<file path="config.mk">
export PLATFORM = sky130hd
export DESIGN_NAME = bba_ctrl
export DESIGN_NICKNAME = d
export VERILOG_FILES = /design/src/rtl/bba_pkg.sv /design/src/rtl/bba_ctrl.sv
export SDC_FILE = /design/constraint.sdc
export NUM_CORES = 2
export LEC_CHECK = 0
export BUFFER_PORTS_ARGS = -buffer_cell sky130_fd_sc_hd__buf_2
export CAP_MARGIN = 25
export CORE_MARGIN = 5
export CORE_UTILIZATION = 30
export DETAILED_ROUTE_END_ITERATION = 10
export PLACE_DENSITY = 0.48
export SKIP_LAST_GASP = 1
export SYNTH_ARGS = -nofsm -noshare
export SYNTH_HDL_FRONTEND = slang
export SYNTH_SLANG_ARGS = --single-unit
</file>
<file path="constraint.sdc">
create_clock -name i_clk -period 10.95 [get_ports i_clk]
set_input_delay 1.6425 -clock i_clk [delete_from_list [all_inputs] [get_ports i_clk]]
set_output_delay 1.6425 -clock i_clk [all_outputs]
set_load 0.005 [all_outputs]
</file>
<file path="src/rtl/bba_pkg.sv">
// Shared types and codes of the buddy block allocator.
package bba_pkg;

    // Fixed field widths
    localparam int SIZE_W  = 21;
    localparam int USED_W  = 21;
    localparam int UNITS_W = 15;
    localparam int ADDR_W  = 32;
    localparam int KW      = 6;
    localparam int HDR_BYTES = 64;

    // Configuration register indexes
    localparam logic CFG_POOL_UNITS = 1'b0;
    localparam logic CFG_POOL_BASE  = 1'b1;

    typedef enum logic [1:0] {
        CMD_ALLOC = 2'd0,
        CMD_FREE  = 2'd1,
        CMD_INIT  = 2'd2
    } t_cmd;

    typedef enum logic [1:0] {
        ST_OK      = 2'd0,
        ST_TOO_BIG = 2'd1,
        ST_NO_FREE = 2'd2
    } t_status;

    typedef enum logic [1:0] {
        ROLE_NONE = 2'd0,
        ROLE_FREE = 2'd1,
        ROLE_USED = 2'd2
    } t_role;

    typedef enum logic [4:0] {
        S_CLEAR, S_IDLE,
        S_ADEC, S_CHOOSE, S_POP, S_SPLIT,
        S_FDEC, S_FCHK, S_FBUD, S_FBCHK, S_FMRG, S_FPUSH,
        S_MK, S_MRD, S_MNXT, S_MBCK, S_MUL2, S_MJOIN, S_MPUSH,
        S_ULRD, S_ULCK,
        S_CARVE, S_DONE
    } t_state;

endpackage

</file>
<file path="src/rtl/bba_ctrl.sv">
// Sequencer of the buddy allocator: free lists, splits, merges and pool carving.
module bba_ctrl
    import bba_pkg::*;
#(
    parameter int LOG_POOL_UNITS = 14,
    parameter int MIN_ORDER      = 6
) (
    input  logic                  i_clk,
    input  logic                  i_rst_n,
    input  logic                  i_in_valid,
    output logic                  o_in_stall,
    input  logic [1:0]            i_cmd,
    input  logic [SIZE_W-1:0]     i_size_bytes,
    input  logic                  i_worst_fit,
    input  logic [ADDR_W-1:0]     i_address,
    input  logic [UNITS_W-1:0]    i_pool_units,
    input  logic [ADDR_W-1:0]     i_pool_base,
    input  logic                  i_res_ready,
    output logic                  o_res_valid,
    output logic [1:0]            o_status,
    output logic [ADDR_W-1:0]     o_result_address,
    output logic [USED_W-1:0]     o_bytes_in_use,
    output logic                  o_mem_we,
    output logic [LOG_POOL_UNITS-1:0] o_mem_waddr,
    output logic [2+$clog2(LOG_POOL_UNITS+1)+LOG_POOL_UNITS:0] o_mem_wdata,
    output logic [LOG_POOL_UNITS-1:0] o_mem_raddr,
    input  logic [2+$clog2(LOG_POOL_UNITS+1)+LOG_POOL_UNITS:0] i_mem_rdata
);

    localparam int LOG   = LOG_POOL_UNITS;
    localparam int UNITS = 1 << LOG;
    localparam int NORD  = LOG + 1;
    localparam int LINKW = LOG + 1;
    localparam int OW    = $clog2(NORD);
    localparam int DW    = 2 + OW + LINKW;
    localparam int UNIT_BYTES = 1 << MIN_ORDER;
    localparam logic [LINKW-1:0] NIL = LINKW'(UNITS);

    // highest set bit, 0 for zero
    function automatic logic [4:0] f_msb(input logic [31:0] v);
        logic [4:0] pos;
        pos = '0;
        for (int j = 0; j < 32; j++) begin
            if (v[j]) pos = 5'(j);
        end
        return pos;
    endfunction

    // lowest set bit, 0 for zero
    function automatic logic [4:0] f_lsb(input logic [31:0] v);
        logic [4:0] pos;
        pos = '0;
        for (int j = 31; j >= 0; j--) begin
            if (v[j]) pos = 5'(j);
        end
        return pos;
    endfunction

    function automatic logic [DW-1:0] f_pack(input t_role role, input logic [OW-1:0] ord,
                                              input logic [LINKW-1:0] link);
        return {role, ord, link};
    endfunction

    // state
    t_state            r_state, n_state, r_ret, n_ret;
    logic [LINKW-1:0]  r_head [NORD];
    logic [LINKW-1:0]  n_head [NORD];
    logic [NORD-1:0]   r_mask, n_mask;
    logic [OW-1:0]     r_top, n_top;
    logic [USED_W-1:0] r_used, n_used;
    logic [LOG-1:0]    r_clr, n_clr;
    logic              r_initing, n_initing;
    logic [SIZE_W-1:0] r_size, n_size;
    logic              r_worst, n_worst;
    logic [ADDR_W-1:0] r_addr, n_addr;
    logic              r_retry, n_retry;
    t_status           r_status, n_status;
    logic [ADDR_W-1:0] r_res, n_res;
    logic [KW-1:0]     r_k, n_k;
    logic [OW-1:0]     r_o, n_o;
    logic [LOG-1:0]    r_idx, n_idx, r_p, n_p, r_tgt, n_tgt;
    logic [LINKW-1:0]  r_cur, n_cur, r_prev, n_prev, r_mcur, n_mcur, r_mnxt, n_mnxt;
    logic [OW-1:0]     r_uk, n_uk, r_mk, n_mk;
    logic [LINKW-1:0]  r_n, n_n, r_off, n_off;

    // helpers
    t_role             rd_role;
    logic [OW-1:0]     rd_ord;
    logic [LINKW-1:0]  rd_link;
    logic [SIZE_W:0]   need;
    logic [KW-1:0]     ob, k_calc;
    logic [NORD-1:0]   fit;
    logic [OW-1:0]     pick;
    logic [31:0]       pu32;
    logic [LINKW-1:0]  n_calc;
    logic [OW-1:0]     top_calc;
    logic [LINKW-1:0]  diff;
    logic [OW-1:0]     co_a, co_b, carve_o;
    logic [ADDR_W-1:0] foff;
    logic              foff_ok;
    logic [LOG+MIN_ORDER-1:0] byte_off;
    logic              push_en, ul_go;
    logic [OW-1:0]     push_ord, ul_ord;
    logic [LOG-1:0]    push_idx, ul_tgt, pb, lo_idx, hi_idx;
    t_state            ul_ret;

    assign rd_role = t_role'(i_mem_rdata[DW-1 -: 2]);
    assign rd_ord  = i_mem_rdata[LINKW +: OW];
    assign rd_link = i_mem_rdata[LINKW-1:0];

    // request size to order
    always_comb begin
        need = (SIZE_W+1)'(r_size) + (SIZE_W+1)'(HDR_BYTES);
        if (need > (SIZE_W+1)'(UNIT_BYTES)) begin
            ob = KW'(f_msb(32'(need - 1'b1))) + KW'(1);
        end else begin
            ob = KW'(MIN_ORDER);
        end
        k_calc = ob - KW'(MIN_ORDER);
    end

    // order choice over the non-empty lists
    always_comb begin
        for (int j = 0; j < NORD; j++) begin
            fit[j] = r_mask[j] && (j <= int'(r_top)) && (j >= int'(r_k));
        end
        pick = r_worst ? OW'(f_msb(32'(fit))) : OW'(f_lsb(32'(fit)));
    end

    // pool length and carve step
    always_comb begin
        pu32     = 32'(i_pool_units);
        n_calc   = (pu32 > 32'(UNITS)) ? LINKW'(UNITS) : LINKW'(pu32);
        top_calc = (n_calc == '0) ? '0 : OW'(f_msb(32'(n_calc)));
        diff     = r_n - r_off;
        co_a     = OW'(f_msb(32'(diff)));
        co_b     = (r_off == '0) ? r_top : OW'(f_lsb(32'(r_off)));
        carve_o  = (co_a < co_b) ? co_a : co_b;
    end

    // free address decode
    always_comb begin
        foff    = r_addr - i_pool_base - ADDR_W'(HDR_BYTES);
        foff_ok = (foff[MIN_ORDER-1:0] == '0) && ((foff >> (MIN_ORDER + LOG)) == '0);
        byte_off = {r_idx, {MIN_ORDER{1'b0}}};
        pb      = r_idx ^ (LOG'(1) << r_o);
        lo_idx  = (LINKW'(r_p) < r_mcur) ? r_p : r_mcur[LOG-1:0];
        hi_idx  = (LINKW'(r_p) < r_mcur) ? r_mcur[LOG-1:0] : r_p;
    end

    // next state and outputs
    always_comb begin
        n_state = r_state;   n_ret = r_ret;
        n_head  = r_head;    n_mask = r_mask;   n_top = r_top;   n_used = r_used;
        n_clr   = r_clr;     n_initing = r_initing;
        n_size  = r_size;    n_worst = r_worst; n_addr = r_addr; n_retry = r_retry;
        n_status = r_status; n_res = r_res;     n_k = r_k;       n_o = r_o;
        n_idx   = r_idx;     n_p = r_p;         n_tgt = r_tgt;
        n_cur   = r_cur;     n_prev = r_prev;   n_mcur = r_mcur; n_mnxt = r_mnxt;
        n_uk    = r_uk;      n_mk = r_mk;       n_n = r_n;       n_off = r_off;
        o_mem_we    = 1'b0;
        o_mem_waddr = '0;
        o_mem_wdata = '0;
        o_mem_raddr = '0;
        o_in_stall  = 1'b1;
        o_res_valid = 1'b0;
        push_en  = 1'b0; push_ord = '0; push_idx = '0;
        ul_go    = 1'b0; ul_ord = '0;   ul_tgt = '0;  ul_ret = S_DONE;

        case (r_state)
            // zero the unit table after reset and on init
            S_CLEAR: begin
                o_mem_we    = 1'b1;
                o_mem_waddr = r_clr;
                n_clr       = r_clr + 1'b1;
                if (&r_clr) begin
                    n_off   = '0;
                    n_state = r_initing ? S_CARVE : S_IDLE;
                end
            end
            S_IDLE: begin
                o_in_stall = 1'b0;
                if (i_in_valid) begin
                    n_size   = i_size_bytes;
                    n_worst  = i_worst_fit;
                    n_addr   = i_address;
                    n_status = ST_OK;
                    n_res    = '0;
                    n_retry  = 1'b0;
                    case (t_cmd'(i_cmd))
                        CMD_ALLOC: n_state = S_ADEC;
                        CMD_FREE:  n_state = (i_address == '0) ? S_DONE : S_FDEC;
                        CMD_INIT: begin
                            for (int j = 0; j < NORD; j++) n_head[j] = NIL;
                            n_mask    = '0;
                            n_used    = '0;
                            n_n       = n_calc;
                            n_top     = top_calc;
                            n_initing = 1'b1;
                            n_clr     = '0;
                            n_state   = S_CLEAR;
                        end
                        default:   n_state = S_DONE;
                    endcase
                end
            end
            // allocation
            S_ADEC: begin
                n_k = k_calc;
                if (k_calc > KW'(r_top)) begin
                    n_status = ST_TOO_BIG;
                    n_state  = S_DONE;
                end else begin
                    n_state = S_CHOOSE;
                end
            end
            S_CHOOSE: begin
                if (fit != '0) begin
                    n_o         = pick;
                    n_idx       = r_head[pick][LOG-1:0];
                    o_mem_raddr = r_head[pick][LOG-1:0];
                    n_state     = S_POP;
                end else if (!r_retry) begin
                    n_retry = 1'b1;
                    n_mk    = '0;
                    n_state = S_MK;
                end else begin
                    n_status = ST_NO_FREE;
                    n_state  = S_DONE;
                end
            end
            S_POP: begin
                n_head[r_o] = rd_link;
                if (rd_link == NIL) n_mask[r_o] = 1'b0;
                n_state = S_SPLIT;
            end
            S_SPLIT: begin
                if (KW'(r_o) > r_k) begin
                    n_o      = r_o - 1'b1;
                    push_en  = 1'b1;
                    push_ord = r_o - 1'b1;
                    push_idx = r_idx + (LOG'(1) << (r_o - 1'b1));
                end else begin
                    o_mem_we    = 1'b1;
                    o_mem_waddr = r_idx;
                    o_mem_wdata = f_pack(ROLE_USED, OW'(r_k), '0);
                    n_used      = r_used + (USED_W'(1) << (MIN_ORDER + int'(r_k)));
                    n_res       = i_pool_base + ADDR_W'(byte_off) + ADDR_W'(HDR_BYTES);
                    n_state     = S_DONE;
                end
            end
            // free
            S_FDEC: begin
                if (foff_ok) begin
                    n_idx       = LOG'(foff >> MIN_ORDER);
                    o_mem_raddr = LOG'(foff >> MIN_ORDER);
                    n_state     = S_FCHK;
                end else begin
                    n_state = S_DONE;
                end
            end
            S_FCHK: begin
                if (rd_role == ROLE_USED) begin
                    n_o         = rd_ord;
                    n_used      = r_used - (USED_W'(1) << (MIN_ORDER + int'(rd_ord)));
                    o_mem_we    = 1'b1;
                    o_mem_waddr = r_idx;
                    o_mem_wdata = f_pack(ROLE_NONE, '0, '0);
                    n_state     = S_FBUD;
                end else begin
                    n_state = S_DONE;
                end
            end
            S_FBUD: begin
                if (r_o < r_top) begin
                    n_p         = pb;
                    o_mem_raddr = pb;
                    n_state     = S_FBCHK;
                end else begin
                    n_state = S_FPUSH;
                end
            end
            S_FBCHK: begin
                if (rd_role == ROLE_FREE && rd_ord == r_o) begin
                    ul_go  = 1'b1;
                    ul_ord = r_o;
                    ul_tgt = r_p;
                    ul_ret = S_FMRG;
                end else begin
                    n_state = S_FPUSH;
                end
            end
            S_FMRG: begin
                o_mem_we    = 1'b1;
                o_mem_waddr = r_p;
                o_mem_wdata = f_pack(ROLE_NONE, '0, '0);
                if (r_p < r_idx) n_idx = r_p;
                n_o     = r_o + 1'b1;
                n_state = S_FBUD;
            end
            S_FPUSH: begin
                push_en  = 1'b1;
                push_ord = r_o;
                push_idx = r_idx;
                n_state  = S_DONE;
            end
            // merge pass over orders below the top
            S_MK: begin
                if (r_mk < r_top) begin
                    n_mcur  = r_head[r_mk];
                    n_state = S_MRD;
                end else begin
                    n_state = S_CHOOSE;
                end
            end
            S_MRD: begin
                if (r_mcur == NIL) begin
                    n_mk    = r_mk + 1'b1;
                    n_state = S_MK;
                end else begin
                    o_mem_raddr = r_mcur[LOG-1:0];
                    n_state     = S_MNXT;
                end
            end
            S_MNXT: begin
                n_mnxt      = rd_link;
                n_p         = r_mcur[LOG-1:0] ^ (LOG'(1) << r_mk);
                o_mem_raddr = r_mcur[LOG-1:0] ^ (LOG'(1) << r_mk);
                n_state     = S_MBCK;
            end
            S_MBCK: begin
                if (rd_role == ROLE_FREE && rd_ord == r_mk) begin
                    ul_go  = 1'b1;
                    ul_ord = r_mk;
                    ul_tgt = r_mcur[LOG-1:0];
                    ul_ret = S_MUL2;
                end else begin
                    n_mcur  = r_mnxt;
                    n_state = S_MRD;
                end
            end
            S_MUL2: begin
                ul_go  = 1'b1;
                ul_ord = r_mk;
                ul_tgt = r_p;
                ul_ret = S_MJOIN;
            end
            S_MJOIN: begin
                o_mem_we    = 1'b1;
                o_mem_waddr = hi_idx;
                o_mem_wdata = f_pack(ROLE_NONE, '0, '0);
                n_state     = S_MPUSH;
            end
            S_MPUSH: begin
                push_en  = 1'b1;
                push_ord = r_mk + 1'b1;
                push_idx = lo_idx;
                n_mcur   = r_head[r_mk];
                n_state  = S_MRD;
            end
            // unlink one block from list r_uk
            S_ULRD: begin
                if (r_cur == NIL) begin
                    n_state = r_ret;
                end else begin
                    o_mem_raddr = r_cur[LOG-1:0];
                    n_state     = S_ULCK;
                end
            end
            S_ULCK: begin
                if (r_cur == LINKW'(r_tgt)) begin
                    if (r_prev == NIL) begin
                        n_head[r_uk] = rd_link;
                        if (rd_link == NIL) n_mask[r_uk] = 1'b0;
                    end else begin
                        o_mem_we    = 1'b1;
                        o_mem_waddr = r_prev[LOG-1:0];
                        o_mem_wdata = f_pack(ROLE_FREE, r_uk, rd_link);
                    end
                    n_state = r_ret;
                end else begin
                    n_prev  = r_cur;
                    n_cur   = rd_link;
                    n_state = S_ULRD;
                end
            end
            // carve the pool into aligned blocks
            S_CARVE: begin
                if (r_off >= r_n) begin
                    n_initing = 1'b0;
                    n_state   = S_DONE;
                end else begin
                    push_en  = 1'b1;
                    push_ord = carve_o;
                    push_idx = r_off[LOG-1:0];
                    n_off    = r_off + (LINKW'(1) << carve_o);
                end
            end
            S_DONE: begin
                o_res_valid = 1'b1;
                if (i_res_ready) n_state = S_IDLE;
            end
            default: n_state = S_IDLE;
        endcase

        // push a free block on its list
        if (push_en) begin
            o_mem_we         = 1'b1;
            o_mem_waddr      = push_idx;
            o_mem_wdata      = f_pack(ROLE_FREE, push_ord, r_head[push_ord]);
            n_head[push_ord] = LINKW'(push_idx);
            n_mask[push_ord] = 1'b1;
        end

        // start a list walk to unlink a block
        if (ul_go) begin
            n_uk    = ul_ord;
            n_tgt   = ul_tgt;
            n_ret   = ul_ret;
            n_cur   = r_head[ul_ord];
            n_prev  = NIL;
            n_state = S_ULRD;
        end
    end

    // control registers
    always_ff @(posedge i_clk) begin
        if (!i_rst_n) begin
            r_state   <= S_CLEAR;
            for (int j = 0; j < NORD; j++) r_head[j] <= NIL;
            r_mask    <= '0;
            r_top     <= '0;
            r_used    <= '0;
            r_clr     <= '0;
            r_initing <= 1'b0;
        end else begin
            r_state   <= n_state;
            r_head    <= n_head;
            r_mask    <= n_mask;
            r_top     <= n_top;
            r_used    <= n_used;
            r_clr     <= n_clr;
            r_initing <= n_initing;
        end
    end

    // working registers
    always_ff @(posedge i_clk) begin
        r_ret <= n_ret;   r_size <= n_size;   r_worst <= n_worst; r_addr <= n_addr;
        r_retry <= n_retry; r_status <= n_status; r_res <= n_res; r_k <= n_k;
        r_o <= n_o;       r_idx <= n_idx;     r_p <= n_p;         r_tgt <= n_tgt;
        r_cur <= n_cur;   r_prev <= n_prev;   r_mcur <= n_mcur;   r_mnxt <= n_mnxt;
        r_uk <= n_uk;     r_mk <= n_mk;       r_n <= n_n;         r_off <= n_off;
    end

    assign o_status         = r_status;
    assign o_result_address = r_res;
    assign o_bytes_in_use   = r_used;

endmodule

</file>
==> results by group <==
Outcome
  • Status: finished with violations
  • Violated checks: design-rule violations

Worst setup path
  • Critical path data arrival time: 8.17 ns
  • Kind of start point of the critical path: flip-flop
  • CP startpoint: r_off[2]
  • Peak fanout along the critical path: 52
  • Capturing element type of the critical path: output pin
  • Data required time of the critical path: 9.31 ns
  • Worst Path Class, Setup: reg2out
  • Worst R2R Start: r_off[2]
  • Logic depth of the worst register-to-register path: 34

GRT
  • Remaining global-route overflow: 0
  • Global-route wire length before repair: 323000 um
  • Largest net degree at the start of global routing: 108
  • Initial antenna violation count: 13
  • Total routing resource utilization after global routing: 28.0%
  • Vias in the first global route: 42900

CTS
  • Root Buffer Master: sky130_fd_sc_hd__clkbuf_16
  • Post-cts hold buffer count: 0
  • Number of buffers created by CTS: 74
  • Bufs on Longest Clock Path: 3
  • Count of clock tree sinks: 529
  • Count of buffers added by post-CTS timing repair for setup: 0
  • Clock slew at the register clock pins of the worst setup and hold paths: 0.06 ns
  • CTS H-Tree Depth: 3
  • Number of gates resized after CTS: 0
  • Later-pin clock latency in the skew report: 0.73 ns
  • Clock tree from TritonCTS: done

Yosys
  • Sequential area share after synthesis: 29.1%
  • Syn_nets: 5768
  • Top FF cell, synth: sky130_fd_sc_hd__dfxtp_1
  • Cell accounting for the most synthesized area: sky130_fd_sc_hd__edfxtp_1
  • Number of flops mapped to enable cells by yosys: 229
  • Area fraction of the dominant cell type after synthesis: 15.5%
  • Share of synthesized flip-flops with an asynchronous set or reset: 0%
  • Distinct cell type count after synthesis: 119
  • Netlist Area Pre-Place: 44300 um^2
  • Count of synthesis-stage warnings from yosys: 0
  • Synthesized area per cell: 8.19 um^2
  • Cell types occupying the most area after synthesis: sky130_fd_sc_hd__edfxtp_1, sky130_fd_sc_hd__dfxtp_1, sky130_fd_sc_hd__ha_1
  • FF+latch count, synth: 529
  • Post-synthesis instance total: 5413

STA
  • Worst Hold Margin: 0.479 ns
  • Final sum of negative setup slack: 0 ns
  • Number of endpoints with negative hold slack in the final report: 0
  • Crit share post-route: 89.6%
  • Clock period minus final worst setup slack: 9.81 ns
  • Worst-case clock skew: 0.0809 ns
  • Setup-violating endpoint count in the final report: 0
  • Max Clock Freq: 0.102 GHz
  • Max-slew violation count: 0
  • Max-slew headroom: 5.22%
  • Transition time at the pin with the least slew margin: 1.42 ns
  • RSZ-0062 raised after global routing: false
  • Slack of the critical path: 1.14 ns

Pwr
  • Cell area power density: 120 nW/um^2
  • Leak Pwr: 0.0198 uW
  • Peak ir drop on the vdd network: 122 uV

Placement
  • Detailed placement HPWL: 165000 um
  • Cells after DPL: 7290
  • Last weighted congestion value of the routability-driven placer: 0.995
  • Post-Place Setup Slack: 2.06 ns
  • Port Buf Inserts: 234

Floorplanning
  • Placeable Area: 147000 um^2
  • Vertical extent of the die: 394 um
  • I/O pin cnt: 235
  • Starting density of the core: 30.1%
  • Area of the die: 156000 um^2
  • Width of the die: 394 um
  • Site Rows: 141

Route
  • Routed via count divided by cell count: 6.26
  • Wire per inst: 30.8 um
  • Final ANT Viol Nets: 0
  • DRT Pass-1 Iters: 11
  • Routed wire length: 229000 um
  • Residual DRC: 1
  • Iteration-0 DRC count of the detailed router: 7415
  • Number of vias in the routed layout: 46600

Min path
  • Startpoint of the most critical hold path: r_mask[5]
  • Hold Path Cell Cnt: 2
  • Kind of path behind the tightest hold check: reg2reg

Finish
  • Final Non-Filler Cells: 7438
  • Count of nets after finishing: 5795
  • Most common cell after layout, fill and taps aside: sky130_fd_sc_hd__nand2_1
  • Proportion of layout cells with a drive suffix above 1: 13.6%
  • Area delta synth->final: 13.3%
  • Commonest non-fill, non-tap cells in the layout: sky130_fd_sc_hd__nand2_1, sky130_fd_sc_hd__nor2_1, sky130_fd_sc_hd__a21oi_1

Job
  • Max-cap violations: 0
-- final timing paths --
kind / end / slack, ns
worst max-delay path: o_mem_wdata[9] / 1.14
worst min-delay path: r_mask[5] / 0.48
worst max register to register: r_off[14] / 2.41
worst min register to register: r_mask[5] / 0.48
-- registers in the layout (all words and copies together) (netlist names), 2 cells and up --
register          cells
o_bytes_in_use       21
o_result_address     32
o_status              2
r_addr               32
r_clr                14
r_cur                15
r_head              225
r_idx                14
r_k                   6
r_mask               15
r_mcur               15
r_mk                  4
r_mnxt               15
r_n                  15
r_o                   4
r_off                15
r_p                  14
r_prev               15
r_ret                 5
r_size               21
r_state               5
r_tgt                14
r_top                 4
r_uk                  4
-- cells by family (layout without fill, tap and decap cells) --
logic type | count (synthesis) | in the layout | share of synthesized area, %
AO/OA/AOI/OAI | 1540 | 1540 | 25.0
other | 0 | 7 | 0
adder cells (fa/ha/maj) | 227 | 227 | 6.51
flip-flops | 529 | 529 | 29.1
buffers and inverters | 690 | 778 | 6.29
multiplexers | 337 | 337 | 9.46
AND/OR/NAND/NOR | 1903 | 1903 | 19.9
XOR/XNOR | 187 | 187 | 3.77
-- through the flow --
| step | util [%] | cell area, um^2 | power (uW) |
|---|---|---|---|
| after global routing | 34.1 | 50200 | 6240 |
| after floorplan | - | 44300 | 2960 |
| after global placement | 32.1 | 47300 | 3410 |
| after CTS | 34.0 | 50100 | 6050 |
| after detailed placement | 32.3 | 47600 | 3420 |
| final | 34.1 | 50200 | 6050 |
-- final cells by class --
class	instances	area (um^2)
diodes	7	17.5
repair buffers	386	2540
flip-flops and latches	529	12900
well taps	1930	2410
clock inverters	36	452
inverters	255	967
clock buffers	101	2130
multi-input cells	4194	28800
fillers	15400	97100
-- synth_stat cells (54+ instances only) --
cell / instances
sky130_fd_sc_hd__nand2_1: 578
sky130_fd_sc_hd__inv_1: 251
sky130_fd_sc_hd__o21ai_0: 175
sky130_fd_sc_hd__dfxtp_1: 300
sky130_fd_sc_hd__clkbuf_1: 314
sky130_fd_sc_hd__nor2_1: 545
sky130_fd_sc_hd__xor2_1: 62
sky130_fd_sc_hd__a21o_1: 54
sky130_fd_sc_hd__and3_1: 89
sky130_fd_sc_hd__nor3_1: 204
sky130_fd_sc_hd__edfxtp_1: 229
sky130_fd_sc_hd__mux2i_1: 223
sky130_fd_sc_hd__a21oi_1: 345
sky130_fd_sc_hd__nand3_1: 178
sky130_fd_sc_hd__a211oi_1: 112
sky130_fd_sc_hd__a222oi_1: 143
sky130_fd_sc_hd__a22oi_1: 92
sky130_fd_sc_hd__ha_1: 221
sky130_fd_sc_hd__xnor2_1: 122
sky130_fd_sc_hd__mux4_2: 60
sky130_fd_sc_hd__buf_2: 62
sky130_fd_sc_hd__a31oi_1: 54
-- layer usage --
layer	track usage (%)	vias up	routed length, um
met4	14.0	12	12900
met2	39.7	3064	92900
li1	-	20400	-
met1	37.8	22600	93900
met3	9.26	509	29100
met5	0	-	103
-- critical path, stage by stage, from the launching register on --
cell and delay, ns:
sky130_fd_sc_hd__edfxtp_1 0.48, sky130_fd_sc_hd__inv_1 0.10, sky130_fd_sc_hd__ha_1 0.42, sky130_fd_sc_hd__o21ai_2 0.23, sky130_fd_sc_hd__a21oi_4 0.08, sky130_fd_sc_hd__a211o_2 0.39
sky130_fd_sc_hd__a311oi_2 0.37, sky130_fd_sc_hd__mux2_1 0.35, sky130_fd_sc_hd__or3_1 0.43, sky130_fd_sc_hd__o21ai_1 0.14, sky130_fd_sc_hd__nand2_1 0.11, sky130_fd_sc_hd__ha_1 0.31
sky130_fd_sc_hd__o21ai_0 0.15, sky130_fd_sc_hd__a21oi_1 0.09, sky130_fd_sc_hd__nor2_1 0.12, sky130_fd_sc_hd__nand3_1 0.09, sky130_fd_sc_hd__o221ai_1 0.34, sky130_fd_sc_hd__nand3_1 0.56
sky130_fd_sc_hd__nand2_4 0.86, sky130_fd_sc_hd__buf_4 0.53, sky130_fd_sc_hd__mux2i_1 0.16, sky130_fd_sc_hd__o22ai_1 0.23, sky130_fd_sc_hd__o22ai_1 0.16, sky130_fd_sc_hd__a21oi_1 0.46
sky130_fd_sc_hd__buf_2 0.21
-- power breakdown --
part / total (uW) / internal [uW] / leakage [uW] / switching, uW
sequential: 2230 / 2140 / 0.00445 / 84.6
combinational: 1190 / 368 / 0.0141 / 821
clock: 2640 / 1540 / 0.00126 / 1100
total: 6050 / 4050 / 0.0198 / 2000
Note: power is estimated with default switching activity, not from simulation.
